[src/etp_pkg.sv]
// Package for the term stream parser: parse phases, event and error codes,
// tag byte values and the result record type. No dependencies.
package etp_pkg;

   localparam int ETP_STACK_DEPTH = 8;

   localparam logic [7:0] VERSION_BYTE = 8'd131;
   localparam logic [7:0] T_SMALL_INT  = 8'd97;
   localparam logic [7:0] T_INTEGER    = 8'd98;
   localparam logic [7:0] T_TUPLE      = 8'd104;
   localparam logic [7:0] T_NIL        = 8'd106;
   localparam logic [7:0] T_LIST       = 8'd108;
   localparam logic [7:0] T_BINARY     = 8'd109;
   localparam logic [7:0] PAIR_ARITY   = 8'd2;

   localparam logic [2:0] EV_SMALL  = 3'd0;
   localparam logic [2:0] EV_INT    = 3'd1;
   localparam logic [2:0] EV_BYTE   = 3'd2;
   localparam logic [2:0] EV_EMPTY  = 3'd3;
   localparam logic [2:0] EV_COMMIT = 3'd4;
   localparam logic [2:0] EV_ERROR  = 3'd5;

   localparam logic [2:0] ERR_PROTO   = 3'd0;
   localparam logic [2:0] ERR_STACK   = 3'd1;
   localparam logic [2:0] ERR_BUF     = 3'd2;
   localparam logic [2:0] ERR_PAIR    = 3'd3;
   localparam logic [2:0] ERR_TAGTYPE = 3'd4;
   localparam logic [2:0] ERR_BINDING = 3'd5;

   typedef enum logic [3:0] {
      PH_LEN,
      PH_VER,
      PH_VALUE,
      PH_LISTCOUNT,
      PH_SMALL,
      PH_INT,
      PH_BINLEN,
      PH_BINDATA,
      PH_BIND,
      PH_ARITY,
      PH_TAGTYPE,
      PH_TAGSMALL,
      PH_TAGINT,
      PH_ERROR
   } phase_type;

   typedef struct packed {
      logic [2:0]  error_code;
      logic [2:0]  depth;
      logic [31:0] tag;
      logic [31:0] value;
      logic        last_byte;
      logic [2:0]  event_kind;
   } result_type;

endpackage

[src/etp_ram.sv]
// Generic single-port-write, single-port-read RAM with a registered read.
// Read returns the old contents when the same address is written. No dependencies.
module etp_ram #(
   parameter int WIDTH = 32,
   parameter int DEPTH = 8,
   parameter int AW    = (DEPTH > 1) ? $clog2(DEPTH) : 1
) (
   input  logic             clock,
   input  logic             wr_en,
   input  logic [AW-1:0]    wr_addr,
   input  logic [WIDTH-1:0] wr_data,
   input  logic [AW-1:0]    rd_addr,
   output logic [WIDTH-1:0] rd_data
);

   logic [WIDTH-1:0] mem_ff [DEPTH];

   always_ff @(posedge clock) begin
      if (wr_en) begin
         mem_ff[wr_addr] <= wr_data;
      end
      rd_data <= mem_ff[rd_addr];
   end

endmodule

[src/etf_term_stream_parser.sv]
// Top level of the byte-serial term stream parser with its output skid stage.
// Depends on etp_pkg and on etp_ram for the tag stack.
//
//   channel  direction  payload                                   handshake
//   req      in         tdata[7:0] data byte                      tvalid/tready
//   rsp      out        tdata value,tag,depth,error; tuser kind   tvalid/tready
//   csr      in         wr_data max binary length                 wr_en only
//
// One byte is taken per clock while input is not stopped; each byte is a single
// state update and its event is registered in a result register. The tag stack
// RAM is read ahead at the next depth, so its registered read adds no delay.
// Reset is synchronous and clears the control state and the tag valid bits;
// there is no clearing pass. A second result register absorbs one request while
// the output is stalled, so input stops only when both registers are full.
module etf_term_stream_parser #(
   parameter int STACK_DEPTH = etp_pkg::ETP_STACK_DEPTH
) (
   input  logic        clock,
   input  logic        reset,
   input  logic        csr_wr_en,
   input  logic [31:0] csr_wr_data,
   input  logic        req_tvalid,
   output logic        req_tready,
   input  logic [7:0]  req_tdata,   // [7:0] data_byte
   output logic        rsp_tvalid,
   input  logic        rsp_tready,
   output logic [71:0] rsp_tdata,   // [31:0] value, [63:32] tag, [66:64] depth,
                                    // [69:67] error_code, [71:70] zero
   output logic [2:0]  rsp_tuser,   // [2:0] event_kind
   output logic        rsp_tlast
);

   import etp_pkg::*;

   localparam int AW = (STACK_DEPTH > 1) ? $clog2(STACK_DEPTH) : 1;

   phase_type   phase_ff, phase_in;
   logic [1:0]  cnt_ff, cnt_in;
   logic [31:0] word_ff, word_in;
   logic [31:0] rem_ff, rem_in;
   logic [AW-1:0] depth_ff, depth_in;
   logic [31:0] max_len_ff;

   logic [STACK_DEPTH-1:0] tvalid_ff;
   logic        tzero_ff, tval_ff, byp_ff;
   logic [31:0] byp_data_ff;
   logic [31:0] ram_rd;
   logic [AW-1:0] rd_addr, wr_addr;
   logic        tag_we;
   logic [31:0] tag_wdata;
   logic [31:0] cur_tag;

   logic        req_fire;
   logic [7:0]  b;
   logic [31:0] word_next;
   logic        word_done;
   logic [1:0]  cnt_step;
   logic [AW:0] depth_up;
   logic [AW-1:0] depth_dec;

   logic        emit;
   logic [2:0]  ev_kind, ev_code;
   logic [31:0] ev_value;
   logic        ev_last;
   result_type  ev;

   logic        out_valid_ff, out_valid_in;
   logic        skid_valid_ff, skid_valid_in;
   result_type  out_ff, out_in, skid_ff, skid_in;

   assign req_tready = !skid_valid_ff;
   assign req_fire   = req_tvalid && req_tready;
   assign b          = req_tdata;
   assign word_next  = {word_ff[23:0], b};
   assign word_done  = (cnt_ff == 2'd3);
   assign cnt_step   = word_done ? 2'd0 : cnt_ff + 2'd1;
   assign depth_up   = {1'b0, depth_ff} + 1'b1;
   assign depth_dec  = (depth_ff != '0) ? depth_ff - 1'b1 : '0;
   assign wr_addr    = depth_ff - 1'b1;
   assign rd_addr    = depth_in - 1'b1;

   always_comb begin
      phase_in  = phase_ff;
      cnt_in    = cnt_ff;
      word_in   = word_ff;
      rem_in    = rem_ff;
      depth_in  = depth_ff;
      tag_we    = 1'b0;
      tag_wdata = word_next;
      emit      = 1'b0;
      ev_kind   = EV_SMALL;
      ev_code   = ERR_PROTO;
      ev_value  = '0;
      ev_last   = 1'b0;
      if (req_fire) begin
         unique case (phase_ff)
            PH_LEN: begin
               word_in = word_next;
               cnt_in  = cnt_step;
               if (word_done) begin
                  phase_in = PH_VER;
               end
            end
            PH_VER: begin
               if (b != VERSION_BYTE) begin
                  emit = 1'b1; ev_kind = EV_ERROR; ev_code = ERR_PROTO; phase_in = PH_ERROR;
               end else begin
                  phase_in = PH_VALUE;
               end
            end
            PH_VALUE: begin
               cnt_in = 2'd0;
               priority if (b == T_LIST) begin
                  phase_in = PH_LISTCOUNT;
               end else if (b == T_SMALL_INT) begin
                  phase_in = PH_SMALL;
               end else if (b == T_INTEGER) begin
                  phase_in = PH_INT;
               end else if (b == T_BINARY) begin
                  phase_in = PH_BINLEN;
               end else begin
                  emit = 1'b1; ev_kind = EV_ERROR; ev_code = ERR_PROTO; phase_in = PH_ERROR;
               end
            end
            PH_LISTCOUNT: begin
               word_in = word_next;
               cnt_in  = cnt_step;
               if (word_done) begin
                  if (depth_up >= (AW+1)'(STACK_DEPTH)) begin
                     emit = 1'b1; ev_kind = EV_ERROR; ev_code = ERR_STACK; phase_in = PH_ERROR;
                  end else begin
                     depth_in = depth_up[AW-1:0];
                     phase_in = PH_BIND;
                  end
               end
            end
            PH_SMALL: begin
               emit     = 1'b1;
               ev_kind  = EV_SMALL;
               ev_value = {24'd0, b};
               cnt_in   = 2'd0;
               phase_in = (depth_ff != '0) ? PH_BIND : PH_LEN;
            end
            PH_INT: begin
               word_in = word_next;
               cnt_in  = cnt_step;
               if (word_done) begin
                  emit     = 1'b1;
                  ev_kind  = EV_INT;
                  ev_value = word_next;
                  phase_in = (depth_ff != '0) ? PH_BIND : PH_LEN;
               end
            end
            PH_BINLEN: begin
               word_in = word_next;
               cnt_in  = cnt_step;
               if (word_done) begin
                  priority if (word_next > max_len_ff) begin
                     emit = 1'b1; ev_kind = EV_ERROR; ev_code = ERR_BUF; phase_in = PH_ERROR;
                  end else if (word_next == '0) begin
                     emit     = 1'b1;
                     ev_kind  = EV_EMPTY;
                     phase_in = (depth_ff != '0) ? PH_BIND : PH_LEN;
                  end else begin
                     rem_in   = word_next;
                     phase_in = PH_BINDATA;
                  end
               end
            end
            PH_BINDATA: begin
               emit     = 1'b1;
               ev_kind  = EV_BYTE;
               ev_value = {24'd0, b};
               ev_last  = (rem_ff <= 32'd1);
               if (ev_last) begin
                  rem_in   = '0;
                  cnt_in   = 2'd0;
                  phase_in = (depth_ff != '0) ? PH_BIND : PH_LEN;
               end else begin
                  rem_in = rem_ff - 32'd1;
               end
            end
            PH_BIND: begin
               priority if (b == T_NIL) begin
                  emit     = 1'b1;
                  ev_kind  = EV_COMMIT;
                  depth_in = depth_dec;
                  cnt_in   = 2'd0;
                  phase_in = (depth_dec != '0) ? PH_BIND : PH_LEN;
               end else if (b == T_TUPLE) begin
                  phase_in = PH_ARITY;
               end else begin
                  emit = 1'b1; ev_kind = EV_ERROR; ev_code = ERR_BINDING; phase_in = PH_ERROR;
               end
            end
            PH_ARITY: begin
               if (b != PAIR_ARITY) begin
                  emit = 1'b1; ev_kind = EV_ERROR; ev_code = ERR_PAIR; phase_in = PH_ERROR;
               end else begin
                  phase_in = PH_TAGTYPE;
               end
            end
            PH_TAGTYPE: begin
               cnt_in = 2'd0;
               priority if (b == T_SMALL_INT) begin
                  phase_in = PH_TAGSMALL;
               end else if (b == T_INTEGER) begin
                  phase_in = PH_TAGINT;
               end else begin
                  emit = 1'b1; ev_kind = EV_ERROR; ev_code = ERR_TAGTYPE; phase_in = PH_ERROR;
               end
            end
            PH_TAGSMALL: begin
               tag_we    = (depth_ff != '0);
               tag_wdata = {24'd0, b};
               phase_in  = PH_VALUE;
            end
            PH_TAGINT: begin
               word_in = word_next;
               cnt_in  = cnt_step;
               if (word_done) begin
                  tag_we   = (depth_ff != '0);
                  phase_in = PH_VALUE;
               end
            end
            default: begin
            end
         endcase
      end
   end

   // The tag of the innermost binding is read ahead at the depth that follows
   // this cycle; a write made in the same cycle is forwarded through a bypass register.
   etp_ram #(
      .WIDTH (32),
      .DEPTH (STACK_DEPTH),
      .AW    (AW)
   ) u_tag_ram (
      .clock   (clock),
      .wr_en   (tag_we),
      .wr_addr (wr_addr),
      .wr_data (tag_wdata),
      .rd_addr (rd_addr),
      .rd_data (ram_rd)
   );

   assign cur_tag = tzero_ff ? 32'd0 :
                    byp_ff   ? byp_data_ff :
                    tval_ff  ? ram_rd : 32'd0;

   assign ev.event_kind = ev_kind;
   assign ev.value      = ev_value;
   assign ev.tag        = cur_tag;
   assign ev.depth      = 3'(depth_ff);
   assign ev.last_byte  = ev_last;
   assign ev.error_code = (ev_kind == EV_ERROR) ? ev_code : ERR_PROTO;

   always_comb begin
      out_valid_in  = out_valid_ff;
      skid_valid_in = skid_valid_ff;
      out_in        = out_ff;
      skid_in       = skid_ff;
      if (out_valid_ff && rsp_tready) begin
         if (skid_valid_ff) begin
            out_in        = skid_ff;
            skid_valid_in = 1'b0;
         end else if (emit) begin
            out_in = ev;
         end else begin
            out_valid_in = 1'b0;
         end
      end else if (emit) begin
         if (!out_valid_ff) begin
            out_in       = ev;
            out_valid_in = 1'b1;
         end else begin
            skid_in       = ev;
            skid_valid_in = 1'b1;
         end
      end
   end

   always_ff @(posedge clock) begin
      if (reset) begin
         phase_ff      <= PH_LEN;
         cnt_ff        <= 2'd0;
         word_ff       <= '0;
         rem_ff        <= '0;
         depth_ff      <= '0;
         max_len_ff    <= 32'hFFFF_FFFF;
         tvalid_ff     <= '0;
         tzero_ff      <= 1'b1;
         tval_ff       <= 1'b0;
         byp_ff        <= 1'b0;
         out_valid_ff  <= 1'b0;
         skid_valid_ff <= 1'b0;
      end else begin
         phase_ff      <= phase_in;
         cnt_ff        <= cnt_in;
         word_ff       <= word_in;
         rem_ff        <= rem_in;
         depth_ff      <= depth_in;
         tzero_ff      <= (depth_in == '0);
         tval_ff       <= (depth_in != '0) && tvalid_ff[rd_addr];
         byp_ff        <= tag_we;
         out_valid_ff  <= out_valid_in;
         skid_valid_ff <= skid_valid_in;
         if (csr_wr_en) begin
            max_len_ff <= csr_wr_data;
         end
         if (tag_we) begin
            tvalid_ff[wr_addr] <= 1'b1;
         end
      end
   end

   always_ff @(posedge clock) begin
      byp_data_ff <= tag_wdata;
      out_ff      <= out_in;
      skid_ff     <= skid_in;
   end

   assign rsp_tvalid = out_valid_ff;
   assign rsp_tdata  = {2'b00, out_ff.error_code, out_ff.depth, out_ff.tag, out_ff.value};
   assign rsp_tuser  = out_ff.event_kind;
   assign rsp_tlast  = out_ff.last_byte;

   a_skid_behind_out: assert property (@(posedge clock) disable iff (reset)
      skid_valid_ff |-> out_valid_ff)
      else $error("skid register holds a result while the output register is empty");

   a_error_sticks: assert property (@(posedge clock) disable iff (reset)
      (phase_ff == PH_ERROR) |=> (phase_ff == PH_ERROR))
      else $error("parser left the error phase without reset");

   a_error_event_enters_error: assert property (@(posedge clock) disable iff (reset)
      (emit && ev_kind == EV_ERROR) |=> (phase_ff == PH_ERROR))
      else $error("error event issued without entering the error phase");

   a_no_event_after_error: assert property (@(posedge clock) disable iff (reset)
      (phase_ff == PH_ERROR) |-> !emit)
      else $error("request produced an event after an error");

endmodule

[config.mk]
export PLATFORM = sky130hd
export DESIGN_NAME = etf_term_stream_parser
export DESIGN_NICKNAME = d
export VERILOG_FILES = /design/src/etp_pkg.sv /design/src/etp_ram.sv /design/src/etf_term_stream_parser.sv
export SDC_FILE = /design/constraint.sdc
export NUM_CORES = 1
export LEC_CHECK = 0
export BUFFER_PORTS_ARGS = -buffer_cell sky130_fd_sc_hd__buf_2
export CAP_MARGIN = 5
export CORE_MARGIN = 2
export CORE_UTILIZATION = 59
export CTS_BUF_LIST = sky130_fd_sc_hd__clkbuf_2
export CTS_CLUSTER_SIZE = 24
export DETAILED_ROUTE_END_ITERATION = 10
export MAX_ROUTING_LAYER = met4
export PLACE_DENSITY = 0.75
export SLEW_MARGIN = 0
export SYNTH_ARGS = -nofsm -noshare
export SYNTH_HDL_FRONTEND = slang
export SYNTH_SLANG_ARGS = --single-unit
[constraint.sdc]
create_clock -name clock -period 22.9 [get_ports clock]
set_input_delay 3.435 -clock clock [delete_from_list [all_inputs] [get_ports clock]]
set_output_delay 3.435 -clock clock [all_outputs]
set_load 0.02 [all_outputs]
==> results of run 1 <==
## layer usage
layer | part of all wire | vias up | routed length [um]
met5 | 0 | - | 0
met4 | 0.038 | 0 | 2190
met3 | 0.071 | 150 | 4090
met2 | 0.48 | 614 | 27400
met1 | 0.42 | 7696 | 23900
li1 | - | 7355 | -
## how the worst max path moves through the flow
stage / startpoint / end / slack [ns] / cells past startpoint
after floorplan: req_tdata[0] / skid_ff[0] / 11.67 / 10
after global placement: req_tdata[6] / u_tag_ram.rd_data[0] / 15.05 / 11
after detailed placement: req_tdata[6] / u_tag_ram.rd_data[0] / 14.97 / 11
after CTS: req_tdata[6] / u_tag_ram.rd_data[1] / 16.10 / 11
after global routing: req_tdata[6] / u_tag_ram.rd_data[1] / 15.85 / 11
final: req_tdata[5] / u_tag_ram.rd_data[1] / 16.04 / 11
## power by group through the flow
stage | Combinational [mW] | Sequential, mW | Clock, mW
2_1_floorplan | 0.0821 | 1.21 | 0
3_3_place_gp | 0.144 | 1.20 | 0
3_5_place_dp | 0.148 | 1.20 | 0
4_1_cts | 0.148 | 1.18 | 0.740
5_1_grt | 0.161 | 1.18 | 0.798
6_report | 0.148 | 1.18 | 0.726
## flip-flops by register name (all words and copies together), names as in the netlist, 2 cells and up
name and flops:
byp_data_ff 32, cnt_ff 2, depth_ff 3, max_len_ff 32, phase_ff 4, rem_ff 32, rsp_tdata 70, rsp_tuser 3
skid_ff 74, tvalid_ff 8, u_tag_ram.mem_ff 256, u_tag_ram.rd_data 32, word_ff 24
## tightest hold or removal path, delay by kind of cell (launching register included)
kind | cells | cell delay (ns)
DFF | 1 | 0.33
and+or+nand+nor | 1 | 0.05
AOI/OAI and AO/OA | 1 | 0.05
## area by class of cell
| cell class | instances | area [um^2] |
|---|---|---|
| repair buffers | 152 | 841 |
| clock inverters | 39 | 319 |
| well taps | 525 | 657 |
| fillers | 2955 | 13500 |
| flip-flops and latches | 578 | 15600 |
| diodes | 7 | 17.5 |
| inverters | 46 | 173 |
| multi-input cells | 1089 | 7720 |
| clock buffers | 223 | 1120 |
## cell families (layout without fill, tap and decap cells)
family | Yosys count | in the layout
xor+xnor | 12 | 12
compound gates | 348 | 348
flops | 578 | 578
other cells | 1 | 9
simple gates | 561 | 561
mux | 126 | 126
fa+ha+maj | 40 | 40
buf+inv | 161 | 460
## cell usage after synthesis (4+ instances only)
cell       count  share of area
mux2i_1       89          0.037
mux4_2        34          0.032
or3_1         14         0.0037
edfxtp_1     404           0.51
inv_1         45         0.0070
a211oi_1       8         0.0025
dfxtp_1      174           0.15
a21o_1        38          0.012
nor4_1        19         0.0050
and2_1        33         0.0086
xor2_1         4         0.0015
buf_12         5         0.0042
a221oi_1       7         0.0026
xnor2_1        8         0.0029
o211ai_1      52          0.016
o31ai_1       26         0.0081
a22oi_1       43          0.013
o21ai_0       43         0.0090
a2111oi_0      5         0.0018
nor3_1        37         0.0077
nand2b_1       9         0.0023
and3_1         6         0.0016
clkbuf_1      87          0.014
a221oi_2      28          0.018
nor2_1       165          0.026
buf_1          9         0.0014
buf_4          5         0.0016
buf_6          6         0.0028
nand2_1      185          0.029
nand4_1       13         0.0034
a21oi_1       58          0.012
ha_1          40          0.021
a32oi_1        4         0.0015
nor2b_1       35         0.0091
nand3_1       15         0.0031
## per-stage QoR
stage | hold slack [ns] | setup WS [ns] | util | power, mW | instance area (um^2)
after floorplan | 0.420 | 11.67 | - | 1.29 | 24000
after global placement | 0.443 | 15.05 | 0.627 | 1.34 | 25000
after detailed placement | 0.458 | 14.97 | 0.627 | 1.35 | 25000
after CTS | 0.475 | 16.10 | 0.662 | 2.07 | 26400
after global routing | 0.509 | 15.85 | 0.663 | 2.14 | 26500
final | 0.472 | 16.04 | 0.663 | 2.05 | 26500
==> key figures, run 1 <==
Global route
  – Largest net degree at the start of global routing: 75
  – Antenna violations before repair: 4
  – Global-route met1 utilization: 0.364
  – Vias in the first global route: 15800
  – M2 GR Usage: 0.446
  – GRT overflow: 0
  – First-pass GRT wire length: 88.5 mm
  – All-Layer GR Usage: 0.287
  – Met3 usage: 0.0626
  – GRT Max-Usage Layer: met2

Yosys
  – Share of flip-flops with an asynchronous set or reset: 0
  – Post-Synth Simple-Gate Area: 0.112
  – YS warnings: 0
  – Unique masters post-synth: 79
  – Synth Area in Compound Gates: 0.110
  – Syn Inst Count: 1827
  – Mux cell area share after synthesis: 0.0705
  – Adder-Cell Fraction of Synth Area: 0.0209
  – Synthesized area per cell: 13.1 um^2
  – Sequential fraction of the synthesis area: 0.651
  – Mapped Area: 0.0240 mm^2
  – Most used DFF post-synth: edfxtp_1
  – Seq cells post-synth: 578
  – Post-synth EDFFs: 404
  – Synth Area in XOR/XNOR: 0.00438
  – Main combinational cell family by area after synthesis: simple AND/OR/NAND/NOR gates

Setup path
  – FF-to-FF path depth: 10
  – Buf/Inv on CP: 3
  – Reg2reg start: phase_ff[0]
  – Most common cell on crit path: buf_4
  – Crit path launch type: input pin
  – Worst Path Arrival: 7.77 ns
  – Worst r2r dst: u_tag_ram.rd_data[1]
  – CP top delay family: simple AND/OR/NAND/NOR gates
  – R2R Setup Slk: 17.97 ns
  – Slowest stage delay, CP: 0.62 ns
  – Critical path type: in -> reg
  – Cell Chain, Critical Path: buf_2, nand4bb_1, nor3_1, a41oi_1, o21a_4, ha_1, ha_2, buf_4, nor2b_4, buf_4, a221oi_1
  – CP endpoint kind: flip-flop
  – CP max-delay cell: nor2b_4
  – Max Fanout on Critical Path: 49
  – Worst EP required: 23.80 ns

Detailed routing
  – Vias: 15800
  – Post-route ant nets: 0
  – Initial DRC count: 1311
  – Routed vias/inst: 5.95
  – TritonRoute pass-1 iters: 7
  – Routed wire per std cell: 21.7 um
  – DRC: 0
  – Drt total wl: 57.7 mm

Placement
  – Final GP Congestion: 0.934
  – Placed cell count: 2390
  – PortBufs: 120
  – Dpl hpwl: 34.9 mm

Die
  – Die area: 0.0423 mm^2
  – Initial Util: 0.601
  – Row count: 73
  – Die width: 206 um
  – Core ar.: 0.0399 mm^2
  – Die height: 206 um
  – I/O pins: 123

Hold path
  – WHS Path Cells: 2
  – Hold Crit Class: reg -> reg
  – Hold Path End: cnt_ff[1]
  – Hold path startpoint: cnt_ff[1]

Cells and area
  – Most common cell after layout, fill and taps aside: edfxtp_1
  – Layout cells sized above 1: 0.232
  – Final non-filler cell total: 2659
  – Commonest cells after routing, fill and taps aside: 404 x edfxtp_1, 223 x clkbuf_2, 185 x nand2_1, 173 x dfxtp_1, 161 x nor2_1
  – Final nets: 2094
  – Area Growth Syn to Fin: 10.3%

Clocking
  – H-tree levels: 4
  – Clk_lat worst skew: 1.08 ns
  – CTS sink count: 578
  – Cts repair resizes: 0
  – Postcts setup bufs: 0
  – Clock transition at path regs: 0.09 ns
  – CTS buffer count: 142
  – Longest Clk Path Bufs: 3
  – CTS tree: done
  – Clock root cell: clkbuf_2
  – Cts-stage hold buffer count: 0

STA
  – Clock skew: 0.0663 ns
  – Rel. slew slack: 0.193
  – Final Hold Vio Count: 0
  – Fmax: 146 MHz
  – Period Utilization, post-route: 0.300
  – Setup tns final: 0 ns
  – Worst slew pin tran: 1.21 ns
  – RSZ-0062 raised after global routing: no
  – Final slew viol count: 0
  – Min Tclk post-route: 6.86 ns
  – Final Setup Violations: 0

Pwr
  – Combinational share of power: 0.072
  – Sequential Power Share: 0.574
  – Switching power: 0.530 mW
  – Internal power: 1.52 mW
  – Clk pwr share: 0.354
  – Pwr Density: 77.6 mW/mm^2
  – Pleak: 10.7 nW
  – VDD IR-drop max: 0.0000384 V
  – Switching share of power: 0.258

Run status
  – Status: finished clean

Run
  – Max-cap violations: 0
No activity file was read; power rests on OpenSTA's default activity.
==> run 2, diff against run 1 <==
ABC_AREA = 1   (was not set)
clock period = 6.77 ns   (was 22.9 ns; I/O delays follow)
==> key figures, run 2 <==
Run status
  – Status: finished clean

Setup path
  – Max Fanout on Critical Path: 32
  – Worst EP required: 7.83 ns
  – Crit path launch type: flip-flop
  – CP top delay family: buffers and inverters
  – CP endpoint kind: flip-flop
  – Buf/Inv on CP: 6
  – Cell Chain, Critical Path: inv_1, ha_1, inv_1, nor2_1, inv_1, o21ai_0, inv_1, o21ai_0, o21ai_0, a21oi_1, ha_1, inv_1, buf_4, o21ai_0, o22ai_1, nand2_1, nand2_1
  – Most common cell on crit path: inv_1
  – CP max-delay cell: inv_1
  – Slowest stage delay, CP: 0.81 ns
  – Worst Path Arrival: 5.19 ns
  – Reg2reg start: depth_ff[0]
  – Critical path type: reg -> reg
  – FF-to-FF path depth: 17
  – R2R Setup Slk: 2.64 ns
  – Worst r2r dst: u_tag_ram.rd_data[22]

Yosys
  – Top post-synthesis cells by area: edfxtp_1 51%, dfxtp_1 15%, nand2_1 7.2%
  – Post-synth EDFFs: 404
  – Synth area leader: edfxtp_1
  – Seq cells post-synth: 578
  – Mapped Area: 0.0237 mm^2
  – Syn Inst Count: 2302
  – Synthesized area per cell: 10.3 um^2
  – Synth top area share: 0.511
  – Most used DFF post-synth: edfxtp_1
  – Most common cell in the netlist: nand2_1
  – Sequential fraction of the synthesis area: 0.658
  – Commonest cells in the netlist: 458 x nand2_1, 404 x edfxtp_1, 294 x nor2_1
  – Unique masters post-synth: 43
  – YS warnings: 0
  – Share of flip-flops with an asynchronous set or reset: 0

Clocking
  – H-tree levels: 4
  – Longest Clk Path Bufs: 3
  – Clock root cell: clkbuf_2
  – Postcts setup bufs: 0
  – CTS tree: done
  – Cts repair resizes: 0
  – CTS buffer count: 148
  – Clock transition at path regs: 0.11 ns
  – Cts-stage hold buffer count: 0
  – Clk_lat worst skew: 1.11 ns
  – CTS sink count: 578

STA
  – Worst slew pin tran: 1.21 ns
  – Final Setup Violations: 0
  – Final slew viol count: 0
  – Rel. slew slack: 0.192
  – Period Utilization, post-route: 0.610
  – Min Tclk post-route: 4.13 ns
  – Final Hold Vio Count: 0
  – Fmax: 242 MHz
  – Setup tns final: 0 ns
  – Clock skew: 0.0802 ns
  – RSZ-0062 raised after global routing: no

Cells and area
  – Max reg flops: 256
  – Final nets: 2571
  – Layout fillers: 3122
  – Multi-input logic area: 0.00714 mm^2
  – Area Growth Syn to Fin: 10.8%
  – Layout cells sized above 1: 0.167
  – Largest Register: u_tag_ram.mem_ff
  – Sequential Area: 0.0156 mm^2
  – Final instance area: 0.0263 mm^2
  – Commonest cells after routing, fill and taps aside: 458 x nand2_1, 404 x edfxtp_1, 284 x nor2_1, 227 x clkbuf_2, 217 x o21ai_0
  – Most common cell after layout, fill and taps aside: nand2_1

Global route
  – Vias in the first global route: 17500
  – GRT overflow: 0
  – Largest net degree at the start of global routing: 114
  – All-Layer GR Usage: 0.314
  – Antenna violations before repair: 3
  – First-pass GRT wire length: 95.8 mm

Die
  – Die width: 205 um
  – Initial Util: 0.598
  – I/O pins: 123
  – Row count: 73
  – Die height: 205 um
  – Die area: 0.0419 mm^2
  – Core ar.: 0.0397 mm^2

Pwr
  – Sequential Power Share: 0.581
  – Pleak: 10.7 nW
  – Internal power: 4.99 mW
  – Pwr Density: 253 mW/mm^2
  – VDD IR-drop max: 0.000151 V
  – Pwr Total: 6.65 mW
  – Clk pwr share: 0.370
  – Combinational share of power: 0.048
  – Switching power: 1.66 mW
  – Switching share of power: 0.250

Placement
  – Placed cell areas: 0.0248 mm^2
  – PortBufs: 120
  – Dpl hpwl: 38.6 mm
  – Final GP Congestion: 0.970

Detailed routing
  – Drt total wl: 63.3 mm
  – Post-route ant nets: 0
  – Vias: 18000
  – TritonRoute pass-1 iters: 6
  – Routed wire per std cell: 20.2 um
  – Initial DRC count: 1926
  – Routed vias/inst: 5.73
  – DRC: 0

Hold path
  – Hold Path End: max_len_ff[15]
  – WHS Path Cells: 3
  – Hold path startpoint: csr_wr_data[15]
  – Hold Crit Class: in -> reg

Run
  – Max-cap violations: 0
[run 2: cell count changes after synthesis, moves of 87 or more]
cell	change
o22ai_1	+87
nand2_1	+273
o21ai_0	+174
nor2_1	+129
inv_1	+105
mux2i_1	-89
[run 2: cell families after synthesis]
family | share of synthesized area
and+or+nand+nor | 0.152
buffers and inverters | 0.0460
DFF | 0.658
AOI/OAI and AO/OA | 0.115
xor gates and xnor gates | 0.00812
other | 0.000158
adders and majority gates | 0.0211
[run 2: how the worst max path moves through the flow]
stage | from | endpoint | slack [ns] | depth (start not counted)
final | depth_ff[0] | u_tag_ram.rd_data[22] | 2.64 | 17
after global routing | depth_ff[0] | u_tag_ram.rd_data[17] | 2.32 | 17
after CTS | depth_ff[0] | u_tag_ram.rd_data[21] | 2.73 | 17
after detailed placement | req_tdata[7] | rsp_tdata[38] | 2.05 | 15
after global placement | req_tdata[0] | rsp_tdata[38] | 2.09 | 19
after floorplan | req_tdata[7] | rsp_tdata[0] | 0.52 | 13
[run 2: power groups by stage]
stage / clock (mW) / sequential, mW / combinational (mW)
3_5_place_dp: 0 / 3.95 / 0.313
2_1_floorplan: 0 / 3.95 / 0.162
4_1_cts: 2.52 / 3.87 / 0.315
6_report: 2.46 / 3.87 / 0.321
3_3_place_gp: 0 / 3.95 / 0.307
5_1_grt: 2.69 / 3.87 / 0.349
[run 2: cell type report]
cell class / count / area share
Timing Repair Buffer: 149 / 0.0321
Sequential cell: 578 / 0.594
Clock inverter: 42 / 0.0116
Clock buffer: 227 / 0.0432
Tap cell: 525 / 0.0250
Multi-Input combinational cell: 1451 / 0.271
Antenna cell: 5 / 0.000476
Inverter: 158 / 0.0226
[run 2: worst min-delay path: stages]
cell	delay, ns
buf_2	0.08
a21oi_1	0.05
o21ai_0	0.06
[run 2: layer usage]
layer,vias up,wire [um],track usage
met4,0,2400,0.145
met2,870,29100,0.473
li1,8403,-,-
met5,-,0,-
met3,138,5830,0.0826
met1,8556,25900,0.400
[run 2: metrics by stage]
| stage | cells | utilization | hold slack, ns | setup WS (ns) |
|---|---|---|---|---|
| 2_1_floorplan | 2303 | - | 0.433 | 0.520 |
| 3_3_place_gp | 2861 | 0.625 | 0.443 | 2.09 |
| 3_5_place_dp | 2861 | 0.625 | 0.451 | 2.05 |
| 4_1_cts | 3130 | 0.662 | 0.000242 | 2.73 |
| 5_1_grt | 3134 | 0.662 | 0.0261 | 2.32 |
| 6_report | 3135 | 0.662 | 0.120 | 2.64 |
